<file path="src/stl_pkg.sv">
`default_nettype none
package stl_pkg;

    localparam int INT_WIDTH = 32;
    localparam int QDEPTH    = 4;
    localparam int QAW       = $clog2(QDEPTH);

    localparam logic [4:0] K_TEXT   = 5'd0;
    localparam logic [4:0] K_ID     = 5'd1;
    localparam logic [4:0] K_STR    = 5'd2;
    localparam logic [4:0] K_INT    = 5'd3;
    localparam logic [4:0] K_BOOL   = 5'd4;
    localparam logic [4:0] K_TYPE   = 5'd5;
    localparam logic [4:0] K_IF     = 5'd6;
    localparam logic [4:0] K_ELSE   = 5'd7;
    localparam logic [4:0] K_LPAREN = 5'd8;
    localparam logic [4:0] K_RPAREN = 5'd9;
    localparam logic [4:0] K_LBRACE = 5'd10;
    localparam logic [4:0] K_RBRACE = 5'd11;
    localparam logic [4:0] K_COMMA  = 5'd12;
    localparam logic [4:0] K_SEMI   = 5'd13;
    localparam logic [4:0] K_COLON  = 5'd14;
    localparam logic [4:0] K_OP     = 5'd15;
    localparam logic [4:0] K_END    = 5'd16;
    localparam logic [4:0] K_ERROR  = 5'd17;

    localparam logic [3:0] OP_ADD  = 4'd0;
    localparam logic [3:0] OP_SUB  = 4'd1;
    localparam logic [3:0] OP_MUL  = 4'd2;
    localparam logic [3:0] OP_DIV  = 4'd3;
    localparam logic [3:0] OP_XOR  = 4'd4;
    localparam logic [3:0] OP_AND  = 4'd5;
    localparam logic [3:0] OP_OR   = 4'd6;
    localparam logic [3:0] OP_ASGN = 4'd7;
    localparam logic [3:0] OP_LAND = 4'd8;
    localparam logic [3:0] OP_LOR  = 4'd9;
    localparam logic [3:0] OP_EQ   = 4'd10;
    localparam logic [3:0] OP_NE   = 4'd11;

    localparam logic [1:0] ERR_NONE       = 2'd0;
    localparam logic [1:0] ERR_UNEXPECTED = 2'd1;
    localparam logic [1:0] ERR_OPEN_STR   = 2'd2;

    localparam logic [2:0] TY_NONE = 3'd0;

    localparam logic [2:0] KW_TRUE  = 3'd0;
    localparam logic [2:0] KW_FALSE = 3'd1;
    localparam logic [2:0] KW_IFW   = 3'd2;
    localparam logic [2:0] KW_ELSEW = 3'd3;
    localparam logic [2:0] KW_INTW  = 3'd4;
    localparam logic [2:0] KW_BOOLW = 3'd5;
    localparam logic [2:0] KW_STRW  = 3'd6;
    localparam logic [2:0] KW_VOIDW = 3'd7;

    localparam logic [7:0] CH_SPACE = 8'h20;
    localparam logic [7:0] CH_LF    = 8'h0A;
    localparam logic [7:0] CH_CR    = 8'h0D;
    localparam logic [7:0] CH_BSL   = 8'h5C;
    localparam logic [7:0] CH_DQ    = 8'h22;
    localparam logic [7:0] CH_SQ    = 8'h27;

    typedef struct packed {
        logic [7:0] byte_in;
        logic       end_mark;
    } in_word_t;

    typedef struct packed {
        logic [4:0]  kind;
        logic [7:0]  text_char;
        logic [31:0] int_value;
        logic        bool_value;
        logic [2:0]  type_code;
        logic [3:0]  op_code;
        logic [1:0]  error_code;
        logic        last_result;
    } out_word_t;

    typedef struct packed {
        logic      two;
        out_word_t first;
        out_word_t second;
    } q_entry_t;

    typedef struct packed {
        logic     empty;
        q_entry_t head;
    } q_status_t;

    typedef enum logic [7:0] {
        MODE_IDLE  = 8'b0000_0001,
        MODE_INT   = 8'b0000_0010,
        MODE_IDENT = 8'b0000_0100,
        MODE_STR   = 8'b0000_1000,
        MODE_BANG  = 8'b0001_0000,
        MODE_AMP   = 8'b0010_0000,
        MODE_BAR   = 8'b0100_0000,
        MODE_EQ    = 8'b1000_0000
    } mode_t;

    function automatic out_word_t make_res(input logic [4:0] kind,
                                           input logic [7:0] tc,
                                           input logic [31:0] iv,
                                           input logic bv,
                                           input logic [2:0] ty,
                                           input logic [3:0] op,
                                           input logic [1:0] err);
        out_word_t r;
        r.kind        = kind;
        r.text_char   = tc;
        r.int_value   = iv;
        r.bool_value  = bv;
        r.type_code   = ty;
        r.op_code     = op;
        r.error_code  = err;
        r.last_result = 1'b0;
        return r;
    endfunction

    function automatic logic [2:0] kw_len(input logic [2:0] k);
        logic [2:0] n;
        unique case (k)
            KW_TRUE:  n = 3'd4;
            KW_FALSE: n = 3'd5;
            KW_IFW:   n = 3'd2;
            KW_ELSEW: n = 3'd4;
            KW_INTW:  n = 3'd3;
            KW_BOOLW: n = 3'd4;
            KW_STRW:  n = 3'd6;
            default:  n = 3'd4;
        endcase
        return n;
    endfunction

    function automatic logic [7:0] kw_char(input logic [2:0] k, input logic [2:0] p);
        logic [55:0] w;
        logic [7:0]  ch;
        unique case (k)
            KW_TRUE:  w = {"true", 24'h0};
            KW_FALSE: w = {"false", 16'h0};
            KW_IFW:   w = {"if", 40'h0};
            KW_ELSEW: w = {"else", 24'h0};
            KW_INTW:  w = {"int", 32'h0};
            KW_BOOLW: w = {"bool", 24'h0};
            KW_STRW:  w = {"string", 8'h0};
            default:  w = {"void", 24'h0};
        endcase
        if (p == 3'd7)
        begin
            ch = 8'h00;
        end
        else
        begin
            ch = w[8 * (3'd6 - p) +: 8];
        end
        return ch;
    endfunction

endpackage
`default_nettype wire

</file>
<file path="src/source_text_lexer_top.sv">
`default_nettype none
// channel   signals                          word
// input     in_valid  in_stall  in_data      in_word_t  (byte_in, end_mark)
// output    out_valid out_stall out_data     out_word_t (one token or text char)
//
// one input word per cycle; the lexer state updates in the cycle it is taken
// a word that yields two tokens fills one queue entry and leaves as two output words, the
// four-entry queue between lexer and output absorbs that and output stalls
// input stalls only while the queue is full
// asynchronous active-low reset returns the lexer to idle and empties the queue
module source_text_lexer_top (
    input  wire logic              clk,
    input  wire logic              rst_n,
    input  wire logic              in_valid,
    output logic                   in_stall,
    input  wire stl_pkg::in_word_t in_data,
    output logic                   out_valid,
    input  wire logic              out_stall,
    output stl_pkg::out_word_t     out_data
);
    import stl_pkg::*;

    logic      q_full;
    logic      push;
    logic      pop;
    q_entry_t  push_entry;
    q_status_t status;

    stl_front u_front (
        .clk        (clk),
        .rst_n      (rst_n),
        .in_valid   (in_valid),
        .in_data    (in_data),
        .q_full     (q_full),
        .in_stall   (in_stall),
        .push       (push),
        .push_entry (push_entry)
    );

    stl_queue u_queue (
        .clk        (clk),
        .rst_n      (rst_n),
        .push       (push),
        .push_entry (push_entry),
        .pop        (pop),
        .full       (q_full),
        .status     (status)
    );

    stl_back u_back (
        .clk        (clk),
        .rst_n      (rst_n),
        .status     (status),
        .pop        (pop),
        .out_valid  (out_valid),
        .out_stall  (out_stall),
        .out_data   (out_data)
    );

endmodule
`default_nettype wire

</file>
<file path="src/stl_front.sv">
`default_nettype none
module stl_front (
    input  wire logic              clk,
    input  wire logic              rst_n,
    input  wire logic              in_valid,
    input  wire stl_pkg::in_word_t in_data,
    input  wire logic              q_full,
    output logic                   in_stall,
    output logic                   push,
    output stl_pkg::q_entry_t      push_entry
);
    import stl_pkg::*;

    mode_t                mode_reg,  mode_next;
    logic [INT_WIDTH-1:0] acc_reg,   acc_next;
    logic                 quote_reg, quote_next;
    logic                 bs_reg,    bs_next;
    logic [7:0]           hits_reg,  hits_next;
    logic [2:0]           len_reg,   len_next;

    logic                 accept;
    logic [7:0]           c;
    logic                 eom;
    logic                 is_dig, is_alpha, is_idc;
    logic [INT_WIDTH-1:0] acc_step;
    logic [7:0]           hits_cont, hits_start;
    logic [2:0]           len_cont;
    logic [7:0]           pair_ch;
    logic                 same;
    logic                 a_vld, b_vld, fall;
    out_word_t            a_res, b_res, close_res;
    logic [2:0]           hit_k;
    logic                 hit_any;

    assign c        = in_data.byte_in;
    assign eom      = in_data.end_mark;
    assign accept   = in_valid && !q_full;
    assign in_stall = q_full;

    assign is_dig   = (c >= "0") && (c <= "9");
    assign is_alpha = ((c >= "a") && (c <= "z")) || ((c >= "A") && (c <= "Z"));
    assign is_idc   = is_alpha || is_dig || (c == "_");

    assign acc_step = INT_WIDTH'({acc_reg, 3'b000}) + INT_WIDTH'({acc_reg, 1'b0})
                    + INT_WIDTH'(c[3:0]);
    assign len_cont = (len_reg == 3'd7) ? 3'd7 : len_reg + 3'd1;

    always_comb
    begin
        hits_cont  = hits_reg;
        hits_start = 8'hFF;
        for (int k = 0; k < 8; k++)
        begin
            if ((len_reg >= kw_len(3'(k))) || (kw_char(3'(k), len_reg) != c))
            begin
                hits_cont[k] = 1'b0;
            end
            if (kw_char(3'(k), 3'd0) != c)
            begin
                hits_start[k] = 1'b0;
            end
        end
    end

    // keyword lookup, lowest index wins
    always_comb
    begin
        hit_any = 1'b0;
        hit_k   = 3'd0;
        for (int k = 7; k >= 0; k--)
        begin
            if (hits_reg[k] && (len_reg == kw_len(3'(k))))
            begin
                hit_any = 1'b1;
                hit_k   = 3'(k);
            end
        end
        if (!hit_any)
        begin
            close_res = make_res(K_ID, 8'h0, 32'h0, 1'b0, TY_NONE, OP_ADD, ERR_NONE);
        end
        else
        begin
            unique case (hit_k)
                KW_TRUE:
                    close_res = make_res(K_BOOL, 8'h0, 32'h0, 1'b1, TY_NONE, OP_ADD,
                                         ERR_NONE);
                KW_FALSE:
                    close_res = make_res(K_BOOL, 8'h0, 32'h0, 1'b0, TY_NONE, OP_ADD,
                                         ERR_NONE);
                KW_IFW:
                    close_res = make_res(K_IF, 8'h0, 32'h0, 1'b0, TY_NONE, OP_ADD,
                                         ERR_NONE);
                KW_ELSEW:
                    close_res = make_res(K_ELSE, 8'h0, 32'h0, 1'b0, TY_NONE, OP_ADD,
                                         ERR_NONE);
                default:
                    close_res = make_res(K_TYPE, 8'h0, 32'h0, 1'b0, hit_k - 3'd3, OP_ADD,
                                         ERR_NONE);
            endcase
        end
    end

    always_comb
    begin
        unique case (mode_reg)
            MODE_AMP: pair_ch = "&";
            MODE_BAR: pair_ch = "|";
            default:  pair_ch = "=";
        endcase
        same = !eom && (c == pair_ch);
    end

    always_comb
    begin
        mode_next  = mode_reg;
        acc_next   = acc_reg;
        quote_next = quote_reg;
        bs_next    = bs_reg;
        hits_next  = hits_reg;
        len_next   = len_reg;
        a_vld      = 1'b0;
        a_res      = '0;
        b_vld      = 1'b0;
        b_res      = '0;
        fall       = 1'b1;

        unique case (mode_reg)
            MODE_INT:
            begin
                if (!eom && is_dig)
                begin
                    acc_next = acc_step;
                    fall     = 1'b0;
                end
                else
                begin
                    a_vld = 1'b1;
                    a_res = make_res(K_INT, 8'h0, 32'(acc_reg), 1'b0, TY_NONE, OP_ADD,
                                     ERR_NONE);
                end
            end
            MODE_IDENT:
            begin
                if (!eom && is_idc)
                begin
                    hits_next = hits_cont;
                    len_next  = len_cont;
                    a_vld     = 1'b1;
                    a_res     = make_res(K_TEXT, c, 32'h0, 1'b0, TY_NONE, OP_ADD, ERR_NONE);
                    fall      = 1'b0;
                end
                else
                begin
                    a_vld = 1'b1;
                    a_res = close_res;
                end
            end
            MODE_STR:
            begin
                a_vld = 1'b1;
                if (eom)
                begin
                    a_res = make_res(K_ERROR, 8'h0, 32'h0, 1'b0, TY_NONE, OP_ADD,
                                     ERR_OPEN_STR);
                end
                else if ((c == (quote_reg ? CH_SQ : CH_DQ)) && !bs_reg)
                begin
                    a_res     = make_res(K_STR, 8'h0, 32'h0, 1'b0, TY_NONE, OP_ADD, ERR_NONE);
                    mode_next = MODE_IDLE;
                    fall      = 1'b0;
                end
                else
                begin
                    a_res   = make_res(K_TEXT, c, 32'h0, 1'b0, TY_NONE, OP_ADD, ERR_NONE);
                    bs_next = (c == CH_BSL);
                    fall    = 1'b0;
                end
            end
            MODE_BANG:
            begin
                a_vld = 1'b1;
                if (!eom && (c == "="))
                begin
                    a_res     = make_res(K_OP, 8'h0, 32'h0, 1'b0, TY_NONE, OP_NE, ERR_NONE);
                    mode_next = MODE_IDLE;
                    fall      = 1'b0;
                end
                else
                begin
                    a_res = make_res(K_ERROR, 8'h0, 32'h0, 1'b0, TY_NONE, OP_ADD,
                                     ERR_UNEXPECTED);
                end
            end
            MODE_AMP, MODE_BAR, MODE_EQ:
            begin
                a_vld = 1'b1;
                unique case (mode_reg)
                    MODE_AMP:
                        a_res = make_res(K_OP, 8'h0, 32'h0, 1'b0, TY_NONE,
                                         same ? OP_LAND : OP_AND, ERR_NONE);
                    MODE_BAR:
                        a_res = make_res(K_OP, 8'h0, 32'h0, 1'b0, TY_NONE,
                                         same ? OP_LOR : OP_OR, ERR_NONE);
                    default:
                        a_res = make_res(K_OP, 8'h0, 32'h0, 1'b0, TY_NONE,
                                         same ? OP_EQ : OP_ASGN, ERR_NONE);
                endcase
                if (same)
                begin
                    mode_next = MODE_IDLE;
                    fall      = 1'b0;
                end
            end
            default:
            begin
            end
        endcase

        if (fall)
        begin
            mode_next = MODE_IDLE;
            if (eom)
            begin
                b_vld = 1'b1;
                b_res = make_res(K_END, 8'h0, 32'h0, 1'b0, TY_NONE, OP_ADD, ERR_NONE);
            end
            else
            begin
                priority if ((c == CH_SPACE) || (c == CH_LF) || (c == CH_CR))
                begin
                end
                else if (is_dig)
                begin
                    mode_next = MODE_INT;
                    acc_next  = INT_WIDTH'(c[3:0]);
                end
                else if (is_alpha || (c == "_"))
                begin
                    mode_next = MODE_IDENT;
                    hits_next = hits_start;
                    len_next  = 3'd1;
                    b_vld     = 1'b1;
                    b_res     = make_res(K_TEXT, c, 32'h0, 1'b0, TY_NONE, OP_ADD, ERR_NONE);
                end
                else if ((c == CH_DQ) || (c == CH_SQ))
                begin
                    mode_next  = MODE_STR;
                    quote_next = (c == CH_SQ);
                    bs_next    = 1'b0;
                end
                else if (c == "!")
                begin
                    mode_next = MODE_BANG;
                end
                else if (c == "&")
                begin
                    mode_next = MODE_AMP;
                end
                else if (c == "|")
                begin
                    mode_next = MODE_BAR;
                end
                else if (c == "=")
                begin
                    mode_next = MODE_EQ;
                end
                else
                begin
                    b_vld = 1'b1;
                    unique case (c)
                        "(": b_res = make_res(K_LPAREN, 8'h0, 32'h0, 1'b0, TY_NONE, OP_ADD,
                                              ERR_NONE);
                        ")": b_res = make_res(K_RPAREN, 8'h0, 32'h0, 1'b0, TY_NONE, OP_ADD,
                                              ERR_NONE);
                        "{": b_res = make_res(K_LBRACE, 8'h0, 32'h0, 1'b0, TY_NONE, OP_ADD,
                                              ERR_NONE);
                        "}": b_res = make_res(K_RBRACE, 8'h0, 32'h0, 1'b0, TY_NONE, OP_ADD,
                                              ERR_NONE);
                        ",": b_res = make_res(K_COMMA, 8'h0, 32'h0, 1'b0, TY_NONE, OP_ADD,
                                              ERR_NONE);
                        ";": b_res = make_res(K_SEMI, 8'h0, 32'h0, 1'b0, TY_NONE, OP_ADD,
                                              ERR_NONE);
                        ":": b_res = make_res(K_COLON, 8'h0, 32'h0, 1'b0, TY_NONE, OP_ADD,
                                              ERR_NONE);
                        "+": b_res = make_res(K_OP, 8'h0, 32'h0, 1'b0, TY_NONE, OP_ADD,
                                              ERR_NONE);
                        "-": b_res = make_res(K_OP, 8'h0, 32'h0, 1'b0, TY_NONE, OP_SUB,
                                              ERR_NONE);
                        "*": b_res = make_res(K_OP, 8'h0, 32'h0, 1'b0, TY_NONE, OP_MUL,
                                              ERR_NONE);
                        "/": b_res = make_res(K_OP, 8'h0, 32'h0, 1'b0, TY_NONE, OP_DIV,
                                              ERR_NONE);
                        "^": b_res = make_res(K_OP, 8'h0, 32'h0, 1'b0, TY_NONE, OP_XOR,
                                              ERR_NONE);
                        default:
                            b_res = make_res(K_ERROR, 8'h0, 32'h0, 1'b0, TY_NONE, OP_ADD,
                                             ERR_UNEXPECTED);
                    endcase
                end
            end
        end
    end

    // pack one or two results into one queue entry; push nothing when there are none
    always_comb
    begin
        push_entry        = '0;
        push              = accept && (a_vld || b_vld);
        push_entry.two    = a_vld && b_vld;
        push_entry.first  = a_vld ? a_res : b_res;
        push_entry.second = b_res;
        push_entry.first.last_result  = !(a_vld && b_vld);
        push_entry.second.last_result = 1'b1;
    end

    always_ff @(posedge clk or negedge rst_n)
    begin
        if (!rst_n)
        begin
            mode_reg  <= MODE_IDLE;
            acc_reg   <= '0;
            quote_reg <= 1'b0;
            bs_reg    <= 1'b0;
            hits_reg  <= 8'hFF;
            len_reg   <= 3'd0;
        end
        else if (accept)
        begin
            mode_reg  <= mode_next;
            acc_reg   <= acc_next;
            quote_reg <= quote_next;
            bs_reg    <= bs_next;
            hits_reg  <= hits_next;
            len_reg   <= len_next;
        end
    end

endmodule
`default_nettype wire

</file>
<file path="src/stl_queue.sv">
`default_nettype none
module stl_queue (
    input  wire logic              clk,
    input  wire logic              rst_n,
    input  wire logic              push,
    input  wire stl_pkg::q_entry_t push_entry,
    input  wire logic              pop,
    output logic                   full,
    output stl_pkg::q_status_t     status
);
    import stl_pkg::*;

    q_entry_t       mem_reg [QDEPTH];
    logic [QAW-1:0] wr_reg, wr_next;
    logic [QAW-1:0] rd_reg, rd_next;
    logic [QAW:0]   cnt_reg, cnt_next;
    logic           do_push, do_pop;

    assign full         = (cnt_reg == (QAW + 1)'(QDEPTH));
    assign status.empty = (cnt_reg == '0);
    assign status.head  = mem_reg[rd_reg];
    assign do_push      = push && !full;
    assign do_pop       = pop && !status.empty;

    always_comb
    begin
        wr_next  = do_push ? wr_reg + 1'b1 : wr_reg;
        rd_next  = do_pop  ? rd_reg + 1'b1 : rd_reg;
        cnt_next = cnt_reg + (QAW + 1)'(do_push) - (QAW + 1)'(do_pop);
    end

    always_ff @(posedge clk)
    begin
        if (do_push)
        begin
            mem_reg[wr_reg] <= push_entry;
        end
    end

    always_ff @(posedge clk or negedge rst_n)
    begin
        if (!rst_n)
        begin
            wr_reg  <= '0;
            rd_reg  <= '0;
            cnt_reg <= '0;
        end
        else
        begin
            wr_reg  <= wr_next;
            rd_reg  <= rd_next;
            cnt_reg <= cnt_next;
        end
    end

endmodule
`default_nettype wire

</file>
<file path="src/stl_back.sv">
`default_nettype none
module stl_back (
    input  wire logic               clk,
    input  wire logic               rst_n,
    input  wire stl_pkg::q_status_t status,
    output logic                    pop,
    output logic                    out_valid,
    input  wire logic               out_stall,
    output stl_pkg::out_word_t      out_data
);
    import stl_pkg::*;

    logic phase_reg, phase_next;
    logic taken;

    assign out_valid = !status.empty;
    assign out_data  = phase_reg ? status.head.second : status.head.first;
    assign taken     = out_valid && !out_stall;

    // second word of a pair goes out one word later
    always_comb
    begin
        pop        = 1'b0;
        phase_next = phase_reg;
        if (taken)
        begin
            if (status.head.two && !phase_reg)
            begin
                phase_next = 1'b1;
            end
            else
            begin
                phase_next = 1'b0;
                pop        = 1'b1;
            end
        end
    end

    always_ff @(posedge clk or negedge rst_n)
    begin
        if (!rst_n)
        begin
            phase_reg <= 1'b0;
        end
        else
        begin
            phase_reg <= phase_next;
        end
    end

endmodule
`default_nettype wire

</file>
<file path="config.mk">
export PLATFORM = sky130hd
export DESIGN_NAME = source_text_lexer_top
export DESIGN_NICKNAME = d
export VERILOG_FILES = /design/src/stl_pkg.sv /design/src/source_text_lexer_top.sv /design/src/stl_front.sv /design/src/stl_queue.sv /design/src/stl_back.sv
export SDC_FILE = /design/constraint.sdc
export NUM_CORES = 1
export LEC_CHECK = 0
export BUFFER_PORTS_ARGS = -buffer_cell sky130_fd_sc_hd__buf_2
export CAP_MARGIN = 40
export CORE_ASPECT_RATIO = 1.4
export CORE_MARGIN = 3
export CORE_UTILIZATION = 40
export CTS_CLUSTER_SIZE = 20
export DETAILED_ROUTE_END_ITERATION = 6
export PLACE_DENSITY = 0.65
export SYNTH_ARGS = -nofsm -noshare
export SYNTH_HDL_FRONTEND = slang
export SYNTH_SLANG_ARGS = --single-unit
</file>
<file path="constraint.sdc">
create_clock -name clk -period 5.3 [get_ports clk]
set_input_delay 0.53 -clock clk [delete_from_list [all_inputs] [get_ports clk]]
set_output_delay 0.53 -clock clk [all_outputs]
set_load 0.1 [all_outputs]
</file>
Yosys cells after proc, flatten, opt, wreduce, memory -nomap -nowiden
Memory sizes are Yosys's and may differ from the RTL's.
Index checks and enable logic that the tools add are counted.
Operators by class
  add/subtract/negate cells: 9
  magnitude comparators: 11
  equality and inequality tests: 61
  shift operators: 8
  mux-type cells: 133
  bitwise logic cells: 4
  reductions and logical operators: 53
Operators by type and width (count)
  two-way mux 56 bit: 16
  one-hot mux 56 bit (12 select lines): 1
  variable part select 56 x 33 -> 8 bit (first input constant): 8
  one-hot mux 56 bit (5 select lines): 1
  two-way mux 8 bit: 29
  one-hot mux 53 bit (4 select lines): 1
  two-way mux 32 bit: 6
  == test 8 x 6 -> 1 bit (second input constant): 16
  two-way mux 53 bit: 2
  inequality test 8 bit: 8
  == test 8 x 7 -> 1 bit (second input constant): 7
  inequality test 7 x 8 -> 1 bit (first input constant): 7
  two-way mux 1 bit: 52
  two-way mux 3 bit: 17
  adder 32 bit: 1
  adder 32 x 4 -> 32 bit: 1
  one-hot mux 7 bit (2 select lines): 2
  == test 8 x 4 -> 1 bit (second input constant): 3
  one-hot mux 8 bit (3 select lines): 1
  logical AND 1 bit: 23
  greater-or-equal comparator 8 x 7 -> 1 bit (second input constant): 2
  <= comparator 8 x 7 -> 1 bit (second input constant): 2
  logical OR 1 bit: 16
  == test 3 bit (second input constant): 5
  31 further kinds: 52
Word-level totals
  bits in registers: 61
  RAM bits: 448
  bits of input ports: 13
  output and inout port bits: 58
  word-level logic and storage cells: 290
  memories kept: 1
Memory list
  u_queue.mem_reg: depth 4, width 112, rd ports 1, clocked after memory_dff 0, write ports 1, line stl_queue.sv:13  | q_entry_t mem_reg [QDEPTH];

Depth between registers and ports, before layout
  depth after elaboration: 16
  gate-level depth with buffers: 15
  mapped depth without buffers: 14

Cells and area by module
A second synthesis with hierarchy kept.
Unflattened totals
  cells, all modules: 1641
  area total of the unflattened synthesis: 24663.7 µm²
Modules (own cells, without submodules)
  stl_queue: instances 1, cells each 632, area each 16752.3 µm², seq. area each 13748.2 µm²
  stl_front: instances 1, cells each 941, area each 7105.6 µm², seq. area each 1337.5 µm²
  stl_back: instances 1, cells each 68, area each 805.8 µm², seq. area each 25.0 µm²

Worst setup path after synthesis
No wires, ideal clock.
  path kind: reg-to-reg
  from: register u_queue.cnt_reg[1]
  to: memory u_queue.mem_reg[0][0] (netlist bit) (enable)
  library setup time: 0.589 ns
  data arrival time: 4.432 ns
  data required time: 4.711 ns
  setup slack: 0.279 ns
  cell stages (with the launch flop): 6
  path buffers: 1
  period minus slack after synthesis: 5.021 ns
  cells stage by stage: dfrtp_1 -> nor3b_1 -> nand2b_1 -> clkbuf_1 -> a21oi_2 -> and2_1
On the way
  longest elaborated chain between the ends: 7
RTL lines
  start, declared: line stl_queue.sv:16  | logic [QAW:0] cnt_reg, cnt_next;
  start signal, assigned: line stl_queue.sv:52  | cnt_reg <= cnt_next;
  == test 3 bit *: line stl_queue.sv:19  | assign full = (cnt_reg == (QAW + 1)'(QDEPTH));
  via in_stall: line source_text_lexer_top.sv:15  | output logic in_stall,
  zero test 1 bit *: line stl_front.sv:37, stl_queue.sv:22
  logical AND 1 bit: line stl_front.sv:37  | assign accept = in_valid && !q_full;
  logical AND 1 bit: line stl_front.sv:309  | push = accept && (a_vld || b_vld);
  logical AND 1 bit *: line stl_queue.sv:22  | assign do_push = push && !full;
  via u_queue.do_push: line stl_queue.sv:17  | logic do_push, do_pop;
  two-way mux 1 bit *: line stl_queue.sv:34  | if (do_push)
  two-way mux 1 bit (implied by the code) *: line stl_queue.sv:36  | mem_reg[wr_reg] <= push_entry;
  end, declared: line stl_queue.sv:13
Mark *: on every way through the listed nets, which the timed path passes. The rest lies on a longest branch.

Final worst setup path
  from: register u_front.mode_reg[2]
  to: memory u_queue.mem_reg[0][93] (netlist bit) (enable)
On the way
  longest elaborated chain between the ends: 12
  elaborated cells on any way between the ends: 21
  those cells by class: 8 x eq/ne; 7 x mux; 6 x reduce/logical
RTL lines
  start, declared: line stl_front.sv:14  | mode_t mode_reg, mode_next;
  start signal, assigned: line stl_front.sv:330  | mode_reg <= mode_next;
  == test 8 x 7 -> 1 bit or == test 8 x 6 -> 1 bit (tied branches): line stl_front.sv:106, stl_front.sv:128
  one-hot mux 7 bit (2 select lines): line stl_front.sv:106  | unique case (mode_reg)
  == test 8 x 7 -> 1 bit: line stl_front.sv:111  | same = !eom && (c == pair_ch);
  logical AND 1 bit: line stl_front.sv:111
  two-way mux 1 bit: line stl_front.sv:209  | if (same)
  one-hot mux 1 bit (5 select lines): line stl_front.sv:128  | unique case (mode_reg)
  two-way mux 1 bit: line stl_front.sv:220  | if (fall)
  logical OR 1 bit *: line stl_front.sv:309
  logical AND 1 bit *: line stl_front.sv:309
  logical AND 1 bit *: line stl_queue.sv:22
  via u_queue.do_push: line stl_queue.sv:17
  two-way mux 1 bit *: line stl_queue.sv:34
  two-way mux 1 bit (implied by the code) *: line stl_queue.sv:36
Marked as above.

==> reports/qor_table.md <==
| Group | Quantity | Value |
| --- | --- | --- |
| sta | Setup Total Neg Slack | 0 ps |
| sta | Period utilization | 71.74% |
| placed design | HPWL Detailed | 29320 um |
| route | Vias per inst | 5.677 |
| floorplan | DIE HEIGHT | 258.5 um |
| floorplan | Die outline area | 48180 um2 |
| route | WL final | 42260 um |
| sta | Max_slew headroom | 36.22% |
| job | Number of maximum-capacitance constraint violations | 0 |
| placed design | Total of buffers placed on input and output ports | 70 |
| sta | Setup repair after global routing missed its margin | false |
| finish | FF/Latch Area | 10430 um2 |
| finish | Total of fill cells in the finished design | 3922 |
| outcome | Status | finished, final reports clean |
| synth | Most frequent cells after synthesis | 296 x sky130_fd_sc_hd__edfxtp_1, 106 x sky130_fd_sc_hd__nand2_1, 83 x sky130_fd_sc_hd__and2_1 |
| synth | Share of Yosys cell area claimed by the top area cell type | 48.79% |
| worst setup path | Path type of the worst setup path | flop to flop |
| finish | Count of nets after finishing | 1528 |
| global route | Largest net degree at the start of global routing | 56 |
| synth | Total standard cell area after synthesis | 18220 um2 |
| worst setup path | Termination of the worst setup path | u_queue.mem_reg[0][93] |
| finish | Total area of multi-input combinational cells | 7377 um2 |
| clock network | Number of clock sinks | 357 |
| finish | Cell area after layout | 20420 um2 |
| synth | Cell types with the largest area share after synthesis | sky130_fd_sc_hd__edfxtp_1 49%, sky130_fd_sc_hd__mux4_2 9.1%, sky130_fd_sc_hd__dfrtp_1 7.1%, sky130_fd_sc_hd__ha_1 5.1%, sky130_fd_sc_hd__and2_1 2.9% |
| finish | Synthesis-to-finish area growth | 12.11% |
| power | Leakage Power | 0.007556 uW |
| clock network | Post-CTS repair timing setup buffer count | 0 |
| worst setup path | Worst reg-to-reg path cell count | 10 |
| synth | Sequential element share of the synthesized area | 57.23% |
| route | Routed via count | 11740 |
| global route | Sum of overflow across all layers after global routing | 0 |
| synth | Main synth FF type | sky130_fd_sc_hd__edfxtp_1 |
| finish | Proportion of layout cells with a drive suffix above 1 | 18.87% |
| clock network | Clock insertion delay at the later pin of the skew report | 520 ps |
| synth | Syn Inst Count | 1379 |
| sta | Tightest Pin Transition | 948.0 ps |
| global route | Number of antenna violations at the first check in global routing | 0 |
| floorplan | Row count | 91 |
| clock network | Maximum level of the CTS H-tree | 2 |
| worst setup path | Max FO, Critical Path | 35 |
| sta | Setup violations, final | 0 |
| synth | Count of synthesis-stage warnings from yosys | 0 |
| floorplan | Core ar. | 44520 um2 |
| synth | Most frequently used cell type in the post-synthesis netlist | sky130_fd_sc_hd__edfxtp_1 |
| placed design | Routability cong. | 0.8889 |
| worst setup path | FF-to-FF setup slack | 1500 ps |
| global route | Via count of the first global-routing pass | 12070 |
| floorplan | Die Span X | 186.4 um |
| clock network | CTS Root Buffer Type | sky130_fd_sc_hd__clkbuf_16 |
| worst setup path | Data arrival at the endpoint of the critical path | 4000 ps |
| min path | Hold crit path type | input pin to flop |
| worst setup path | R2R Path Start | u_front.mode_reg[2] |
| clock network | Number of buffers inserted during clock tree synthesis | 34 |
| sta | Max frequency | 263.0 MHz |
| power | PD cells | 548.2 nW/um2 |
| clock network | Maximum buffer depth of the clock tree | 3 |
| global route | Global Route Usage Sum | 17.60% |
| clock network | TritonCTS clock tree | done |
| sta | Final Max Slew Viols | 0 |
| sta | Fin crit period | 3802 ps |
| worst setup path | Sort of element at the start of the critical path | flop |
| worst setup path | Worst setup path startpoint | u_front.mode_reg[2] |
| worst setup path | R2r endpoint | u_queue.mem_reg[0][93] |
| synth | Cell variety after synth | 95 |
| synth | Number of flip-flops and latches in the synthesized netlist | 357 |
| route | Number of design-rule violations left by the first detailed-router iteration | 915 |
| power | Worst supply voltage drop on vdd | 0.4251 mV |
| route | First drt pass iteration count | 7 |
| clock network | Clock transition at the register clock pins on the worst setup and hold paths after CTS | 70 ps |
| global route | First-pass GRT wire length | 67870 um |
| synth | Average cell area after synthesis | 13.21 um2 |
| synth | Async set or reset register ratio after synthesis | 17.09% |
| finish | Number of flip-flops in the largest register | 296 |
| sta | Clock tree skew after final layout | 21.55 ps |
| route | Wire length per cell | 20.44 um |
| sta | Number of hold violations in the final report | 0 |
| placed design | Total cell area at the placement stage | 19300 um2 |
| worst setup path | Type of destination of the critical path | flop |
| route | Detail Route Antenna Nets | 0 |
| route | DRC viols | 0 |
| synth | Dominant cell type by area after synthesis | sky130_fd_sc_hd__edfxtp_1 |
| synth | Count of flip-flops with a built-in enable after synthesis | 296 |
| floorplan | Initial standard-cell utilization of the core | 40.92% |
| worst setup path | CP required | 5490 ps |
| floorplan | IO Count | 71 |
-- cell usage in the layout (no fill, tap or decap), types with 13 or more instances in the layout --
master and instances:
sky130_fd_sc_hd__edfxtp_1 296, sky130_fd_sc_hd__nand2_1 106, sky130_fd_sc_hd__and2_1 79, sky130_fd_sc_hd__o21ai_0 76, sky130_fd_sc_hd__mux4_2 74, sky130_fd_sc_hd__ha_1 74, sky130_fd_sc_hd__buf_2 70, sky130_fd_sc_hd__nor2_1 66
sky130_fd_sc_hd__a21oi_1 54, sky130_fd_sc_hd__dfrtp_1 50, sky130_fd_sc_hd__nand3_1 35, sky130_fd_sc_hd__clkbuf_16 35, sky130_fd_sc_hd__inv_1 34, sky130_fd_sc_hd__xnor2_1 32, sky130_fd_sc_hd__nor3_1 28, sky130_fd_sc_hd__nor2b_1 21
sky130_fd_sc_hd__xor2_1 20, sky130_fd_sc_hd__mux2_2 18, sky130_fd_sc_hd__buf_4 18, sky130_fd_sc_hd__o211ai_1 16, sky130_fd_sc_hd__a31oi_1 14, sky130_fd_sc_hd__or3_1 13
-- final cells by class --
class	count	area share, %
diodes	1	0.01225
inverters	38	0.7106
clock buffers	46	4.637
well taps	604	3.700
flip-flops and latches	357	51.08
multi-input cells	913	36.12
clock inverters	15	0.7841
repair buffers	94	2.953
-- metal layers --
metal  vias up  track usage, %  wire [um]
li1       5404               -          -
met4         0           6.472       1533
met3       111           2.300       1863
met1      5884           22.99      17980
met5         -               0          0
met2       342           30.24      20880
-- cells by family (layout without fill, tap and decap cells) --
| kind of cell | Yosys count | after routing | share of synthesized area (%) |
|---|---|---|---|
| AND/OR/NAND/NOR | 424 | 424 | 12.42 |
| flip-flops | 357 | 357 | 57.23 |
| AO/OA/AOI/OAI | 260 | 260 | 9.512 |
| buffers and inverters | 112 | 193 | 2.431 |
| multiplexers | 96 | 96 | 10.48 |
| adder cells (fa/ha/maj) | 77 | 77 | 5.412 |
| XOR/XNOR | 52 | 52 | 2.500 |
| other | 1 | 5 | 0.02058 |
-- worst max-delay path, stage by stage, from the launching register on --
cell and delay [ps]:
sky130_fd_sc_hd__dfrtp_1 500, sky130_fd_sc_hd__nor4_1 490, sky130_fd_sc_hd__nand4_1 260, sky130_fd_sc_hd__a31oi_2 200
sky130_fd_sc_hd__buf_4 300, sky130_fd_sc_hd__or2_2 200, sky130_fd_sc_hd__a2111oi_4 60, sky130_fd_sc_hd__or2_1 270
sky130_fd_sc_hd__a21oi_2 320, sky130_fd_sc_hd__and2_4 490, sky130_fd_sc_hd__buf_4 360
-- metrics by stage --
step                      hold WS [ps]  cells  utilization (%)  setup slack [ps]  total power, uW
after detailed placement         430.0   2005            43.36              1091             8896
after global routing             315.0   2067            45.87              1159            11670
final                            307.1   2068            45.88              1498            11200
after CTS                        288.1   2067            45.87              1417            11320
after floorplan                  234.4   1382                -             279.2             7889
after global placement           425.0   2003            43.26              1222             8833
-- worst min-delay path by stage --
stage,depth (start not counted),endpoint,from
finish,4,u_back.phase_reg,out_stall
floorplan,0,u_back.phase_reg,rst_n
CTS,4,u_back.phase_reg,out_stall
detailed placement,1,u_front.mode_reg[5],rst_n
global route,3,u_back.phase_reg,out_stall
global placement,1,u_front.mode_reg[6],rst_n
-- power breakdown --
part,internal [uW],switching [uW],leakage (uW),total (uW)
Clock,1410,1010,0.000544,2420
Sequential,3570,197,0.00359,3770
Combinational,1340,3670,0.00342,5010
Total,6320,4880,0.00756,11200
-- timing repair --
action / CTS / global route
resized for setup: 0 / 0
hold buffers: 1 / 0
hold endpoints to repair: 8 / 0
Note: power is estimated with default switching activity, not from simulation.
